## src/rtl/tomq_pkg.sv

```systemverilog
// shared commands, status codes and cell control type for the ordered message queue
`timescale 1ns / 1ps

package tomq_pkg;

    localparam int STAMP_W   = 64;
    localparam int CMD_W     = 3;
    localparam int STATUS_W  = 2;
    localparam int OUT_CNT_W = 9;
    localparam int PORT_W    = 32;

    localparam logic [CMD_W-1:0] CMD_INSERT   = 3'd0;
    localparam logic [CMD_W-1:0] CMD_ADV_LT   = 3'd1;
    localparam logic [CMD_W-1:0] CMD_ADV_LE   = 3'd2;
    localparam logic [CMD_W-1:0] CMD_TAKE     = 3'd3;
    localparam logic [CMD_W-1:0] CMD_CLEAR    = 3'd4;
    localparam logic [CMD_W-1:0] CMD_COUNT_LE = 3'd5;
    localparam logic [CMD_W-1:0] CMD_COUNT_LT = 3'd6;

    localparam logic [STATUS_W-1:0] ST_OK    = 2'd0;
    localparam logic [STATUS_W-1:0] ST_FULL  = 2'd1;
    localparam logic [STATUS_W-1:0] ST_EMPTY = 2'd2;

    localparam logic [STAMP_W-1:0] STAMP_MAX = 64'h7FFF_FFFF_FFFF_FFFF;

    // broadcast to every cell in the row
    typedef struct packed {
        logic ins;   // insert the broadcast item
        logic pop;   // shift the row one place towards the head
        logic incl;  // bound test is at-most rather than below
    } t_cell_ctl;

endpackage

```

## src/rtl/tomq_cell.sv

```systemverilog
// one storage cell of the sorted queue row
`timescale 1ns / 1ps

module tomq_cell #(
    parameter int IDX   = 0,
    parameter int KEY_W = 32,
    parameter int TAG_W = 32,
    parameter int CNT_W = 5
) (
    input  logic                             i_clk,
    input  tomq_pkg::t_cell_ctl              i_ctl,
    input  logic [CNT_W-1:0]                 i_fill,
    input  logic [tomq_pkg::STAMP_W-1:0]     i_stamp,
    input  logic [KEY_W-1:0]                 i_key,
    input  logic [TAG_W-1:0]                 i_tag,
    input  logic                             i_left_open,
    input  logic [tomq_pkg::STAMP_W-1:0]     i_left_stamp,
    input  logic [KEY_W-1:0]                 i_left_key,
    input  logic [TAG_W-1:0]                 i_left_tag,
    input  logic                             i_right_pred,
    input  logic [tomq_pkg::STAMP_W-1:0]     i_right_stamp,
    input  logic [KEY_W-1:0]                 i_right_key,
    input  logic [TAG_W-1:0]                 i_right_tag,
    output logic                             o_open,
    output logic                             o_pred,
    output logic                             o_boundary,
    output logic [tomq_pkg::STAMP_W-1:0]     o_stamp,
    output logic [KEY_W-1:0]                 o_key,
    output logic [TAG_W-1:0]                 o_tag,
    output logic [tomq_pkg::STAMP_W-1:0]     o_nxt_stamp
);

    localparam logic [CNT_W-1:0] IDX_C = CNT_W'(IDX);

    logic [tomq_pkg::STAMP_W-1:0] r_stamp, n_stamp;
    logic [KEY_W-1:0]             r_key, n_key;
    logic [TAG_W-1:0]             r_tag, n_tag;

    logic w_valid;
    logic w_in_lt;   // broadcast stamp below stored stamp
    logic w_st_lt;   // stored stamp below broadcast stamp
    logic w_greater;

    assign w_valid   = i_fill > IDX_C;
    assign w_in_lt   = $signed(i_stamp) < $signed(r_stamp);
    assign w_st_lt   = $signed(r_stamp) < $signed(i_stamp);
    // stored entry sorts after the new one: equal pairs stay ahead
    assign w_greater = w_valid & (w_in_lt | ((i_stamp == r_stamp) & (r_key > i_key)));
    assign o_open    = w_greater | ~w_valid;
    assign o_pred    = w_valid & (i_ctl.incl ? ~w_in_lt : w_st_lt);
    // last cell of the leading run that meets the bound
    assign o_boundary = o_pred & ~i_right_pred;

    always_comb begin
        n_stamp = r_stamp;
        n_key   = r_key;
        n_tag   = r_tag;
        if (i_ctl.ins) begin
            if (i_left_open) begin
                n_stamp = i_left_stamp;
                n_key   = i_left_key;
                n_tag   = i_left_tag;
            end else if (o_open) begin
                n_stamp = i_stamp;
                n_key   = i_key;
                n_tag   = i_tag;
            end
        end else if (i_ctl.pop) begin
            n_stamp = i_right_stamp;
            n_key   = i_right_key;
            n_tag   = i_right_tag;
        end
    end

    always_ff @(posedge i_clk) begin
        r_stamp <= n_stamp;
        r_key   <= n_key;
        r_tag   <= n_tag;
    end

    assign o_stamp     = r_stamp;
    assign o_key       = r_key;
    assign o_tag       = r_tag;
    assign o_nxt_stamp = n_stamp;

endmodule

```

## config.mk

```make
export PLATFORM = sky130hd
export DESIGN_NAME = tomq_cell
export DESIGN_NICKNAME = d
export VERILOG_FILES = /design/src/rtl/tomq_pkg.sv /design/src/rtl/tomq_cell.sv
export SDC_FILE = /design/constraint.sdc
export NUM_CORES = 1
export LEC_CHECK = 0
export ABC_AREA = 1
export BUFFER_PORTS_ARGS = -buffer_cell sky130_fd_sc_hd__buf_2
export CORE_AREA = 2 2 231 233
export DETAILED_ROUTE_END_ITERATION = 8
export DIE_AREA = 0 0 233 235
export PLACE_DENSITY = 0.46
export SYNTH_ARGS = -nofsm -noshare
export SYNTH_HDL_FRONTEND = slang
export SYNTH_SLANG_ARGS = --single-unit
```

## constraint.sdc

```tcl
create_clock -name i_clk -period 6.2 [get_ports i_clk]
set_input_delay 1.86 -clock i_clk [delete_from_list [all_inputs] [get_ports i_clk]]
set_output_delay 1.86 -clock i_clk [all_outputs]
set_load 0.01 [all_outputs]
```

Word level (Yosys, flattened, before mapping):

Cells that the tools add are included.

* $lt $le $gt $ge: 4
* equal/unequal tests: 2
* mux-type cells: 13
* bitwise operators: 9
* reduce and logical (&&, ||, !) cells: 2

Operators by type and width (number)
* $mux W32: 8
* $mux W64: 4
* $lt A64 B64 Y1: 2
* $eq A64 B64 Y1: 1
* $gt A32 B32 Y1: 1
* $gt A5 B1 Y1 const B: 1
* $and A1 B1 Y1: 4
* $ne A3 B1 Y1 const B: 1
* $not A1 Y1: 3
* $or A1 B1 Y1: 2
* $reduce_and A2 Y1: 1
* $reduce_bool A2 Y1: 1
* $mux W1: 1

* flip-flop bits (word level): 128
* logic and storage cells: 33

Longest topological paths before layout:

* depth after elaboration: 8
* mapped depth: 23
* gate-level depth less buffers: 21

Worst setup path after synthesis:

No wires, ideal clock.

* path type: input port to output port
* start point: in i_key[31]
* end point: out o_nxt_stamp[15] (netlist name)
* data arrival time: 3517 ps
* slack: 823 ps
* stages: 14
* path buffers: 2
* path through: inv_1 > ha_1 > nand2_1 > nor2_1 > nand4_1 > nor4_2 > a21oi_2 > a21oi_2 > nand2_2 > buf_6 > buf_6 > nand2_1 > nand3_1 > nand2_1

* cells in the longest elaborated chain, start to end: 8

Ends and longest elaborated chain
* from (decl): RTL line tomq_cell.sv:14 `input logic [KEY_W-1:0] i_key,`
* $gt A32 B32 Y1: RTL line tomq_cell.sv:48 `assign w_greater = w_valid & (w_in_lt | ((i_stamp == r_stamp) & (r_key > i_key)));`
* $and A1 B1 Y1: RTL line tomq_cell.sv:48
* $or A1 B1 Y1: RTL line tomq_cell.sv:48
* $and A1 B1 Y1: RTL line tomq_cell.sv:48
* $or A1 B1 Y1: RTL line tomq_cell.sv:49 `assign o_open = w_greater | ~w_valid;`
* $mux W64: RTL line tomq_cell.sv:63 `end else if (o_open) begin`
* $mux W64: RTL line tomq_cell.sv:59 `if (i_left_open) begin`
* $mux W64: RTL line tomq_cell.sv:58 `if (i_ctl.ins) begin`
* to (decl): RTL line tomq_cell.sv:30 `output logic [tomq_pkg::STAMP_W-1:0] o_nxt_stamp`

No other way between the ends.

Worst setup path after layout:

* start point: in i_stamp[23] (netlist name)
* end point: out o_nxt_stamp[34] (netlist name)

* cells in the longest elaborated chain, start to end: 8
* elaborated cells between the ends (all ways): 9
* classes of those cells: 1 x order compare; 1 x eq/ne; 3 x mux; 4 x bitwise

Ends and longest elaborated chain
* from (decl): RTL line tomq_cell.sv:13 `input logic [tomq_pkg::STAMP_W-1:0] i_stamp,`
* branches (longest 2 deep; another with $lt A64 B64 Y1)
* $or A1 B1 Y1 *: RTL line tomq_cell.sv:48
* $and A1 B1 Y1 *: RTL line tomq_cell.sv:48
* $or A1 B1 Y1 *: RTL line tomq_cell.sv:49
* $mux W64 *: RTL line tomq_cell.sv:63
* $mux W64 *: RTL line tomq_cell.sv:59
* $mux W64 *: RTL line tomq_cell.sv:58

Every way passes the cells marked *.

==> impl_metrics.yaml <==
global_route:
  grt_use_total: 0.170
  grt_pass1_wl_mm: 69.8
  grt_max_degree: 75
  gr-total-overflow: 0
  grt_pass1_vias: 11700
  antenna_found_initial: 10
power:
  cellPowerDensity_nw_per_um2: 264
  ir_worst_vdd_v: 0.000212
  leakage_uw: 0.00778
  finalPower_uw: 3900
route:
  vias: 11800
  wl_per_cell_um: 18.4
  totalWireLength_mm: 49.2
  drc: 0
  ant_nets: 0
  drt_iter0_markers: 583
  firstDrtPassIters: 5
  viasPerCell: 4.42
critical_path:
  startpoint_type: "primary input"
  worstPathArrival_ps: 4250
  crit_family: "simple AND/OR/NAND/NOR gates"
  cp-end-kind: "output pin"
  path_max_fanout: 6
  slowest_stage: "ha_1"
  cp.required_ps: 4340
  worst-setup-path-type: "primary input to output pin"
  worstPathCellList: "buf_2 > inv_1 > ha_1 > a21oi_1 > o21a_1 > nand2_1 > a21oi_1 > nand2_1 > nand2_2 > nand2_1 > nand2_2 > nand3_4 > buf_12 > nand2_8 > buf_16 > nand2_1 > nand3_1 > nand2_2 > buf_6"
  worst-path-stages: 19
  worst_path_most_repeated_cell: "nand2_1"
  path_buf_inv: 5
  rr_worst_depth: 18
  cpPeakStageDelay_ps: 310
place:
  dp_hpwl_mm: 36.2
  place.gp.congestion: 0.905
  io_buffers: 589
  place_inst: 2605
  placed_cell_area_um2: 13400
die:
  core_area_um2: 52200
  dieArea_um2: 54800
  num_rows: 84
  dieHeight_um: 235
  dieWidth_um: 233
  ios: 590
  initial_core_util: 0.184
final_layout:
  final_nets: 2451
  layout_commonest_cell: "buf_2"
  final_util: 0.283
  layout-drive-gt1-share: 0.376
  instances_no_fill: 2666
  final_cell_mix: "buf_2, nand2_1, inv_1"
  stdcell_area_um2: 14800
  area_growth_pct: 53.7
sta:
  slew_headroom: 0.410
  finalCritPeriodShare: 0.986
  final.setup.tns_ps: 0
  drv_slew: 0
  rsz0062_at_grt: "yes"
  fin_crit_ps: 6110
  hold_viol_final: 0
  finalSetupViolations: 0
  max_freq_ghz: 0.164
  clock_skew_ps: 12.1
  max_slew.worst_pin.slew_ps: 885
synthesis:
  ys_seq_area_frac: 0.333
  ys_types: 32
  syn-instance-count: 1374
  synthesis.yosys.warnings: 0
  synth_nets: 1865
  synth_seq_cells: 128
  syn-cell-area_um2: 9620
  syn_area_per_cell_um2: 7.00
cts:
  insertion_delay_ps: 480
  numCtsBuffers: 17
  root_buffer: "clkbuf_16"
  cts_sinks: 128
  clk_path_buf_depth: 2
  cts.htree.levels: 4
  cts_tree: "yes"
  cts.clk_slew.worst_paths_ps: 60
min_path:
  min_path_type: "flop to flop"
  holdPathStages: 4
run:
  cap_violations: 0
run_status:
  status: "finished, final reports clean"
## routing by layer
metal,up-vias,GRT usage,wire [um]
li1,5789,-,-
met1,5455,0.205,20700
met2,449,0.286,23600
met3,78,0.0442,3530
met4,10,0.0672,1330
met5,-,0,68
## cells by family after synthesis
kind of cell    share of synthesized area
compound gates                      0.164
fa+ha+maj                           0.125
buf+inv                             0.118
flops                               0.333
simple gates                        0.260
## cells in the mapped netlist
master    number  area [um2]
buf_6         18         203
and2_1         1        6.26
inv_1        189         709
a21oi_1      174         871
o211ai_1      32         240
nor2_1        28         105
nor3_1         1        5.00
nand2_1      372        1400
ha_1          96        1200
o21ai_0       76         380
a31oi_1        1        6.26
nand3_2        1        10.0
nor4_1         1        6.26
nor4_2         1        12.5
nand4_1        7        43.8
dfxtp_1       64        1280
nor3_2         2        20.0
clkbuf_1      51         191
nor2_2         1        6.26
and2_0         1        6.26
nand3_1      173         866
buf_2          2        10.0
buf_1          4        15.0
o21a_1         5        37.5
edfxtp_1      64        1920
o21ai_1        1        5.00
a21o_1         2        15.0
buf_4          1        7.51
nand2_2        1        6.26
a21oi_2        2        17.5
o22ai_1        1        6.26
nand4_2        1        12.5
## what timing repair did
| item | CTS | global route |
|---|---|---|
| endpoints found under the hold margin | 0 | 0 |
| hold buffers | 0 | 0 |
| endpoints found under the setup margin | 64 | 64 |
| cloned | 3 | 8 |
| pin swaps | 10 | 19 |
| resized for setup | 26 | 66 |
| buffers inserted | 4 | 10 |
## worst min-delay path: cells and delay by family, from the launching register on
family | cells | cell delay (ps)
flops | 1 | 320
simple gates | 3 | 210
buf+inv | 1 | 70
## final timing paths
kind                        from             endpoint  slack [ps]
max                  i_stamp[23]      o_nxt_stamp[34]          90
min          o_stamp[31]$_DFF_P_  o_stamp[31]$_DFF_P_         660
max reg2reg  o_stamp[23]$_DFF_P_  o_tag[15]$_DFFE_PP_        2950
min reg2reg  o_stamp[31]$_DFF_P_  o_stamp[31]$_DFF_P_         660
## metrics by stage
stage | setup slack [ps] | hold WS [ps]
6_report | 86.9 | 656
5_1_grt | -35.1 | 694
4_1_cts | -3.26 | 655
3_5_place_dp | -312 | 640
3_3_place_gp | -349 | 620
2_1_floorplan | 823 | 707
## state kept, by name (all words and copies together) (netlist names)
signal   cells
o_stamp     64
o_tag       32
o_key       32
## report_power, final
group,switching (uW),total (uW),internal (uW)
registers,98.0,1130,1040
logic,949,1620,675
clock network,471,1150,676
total,1520,3900,2390
## layout make-up
type	count	area, um2
repair buffers	642	3720
clock buffers	17	425
inverters	189	721
clock inverters	15	209
flip-flops and latches	128	3200
fillers	5794	37400
multi-input cells	982	5640
diodes	5	12.5
well taps	688	861
Note: power is estimated with default switching activity, not from simulation.
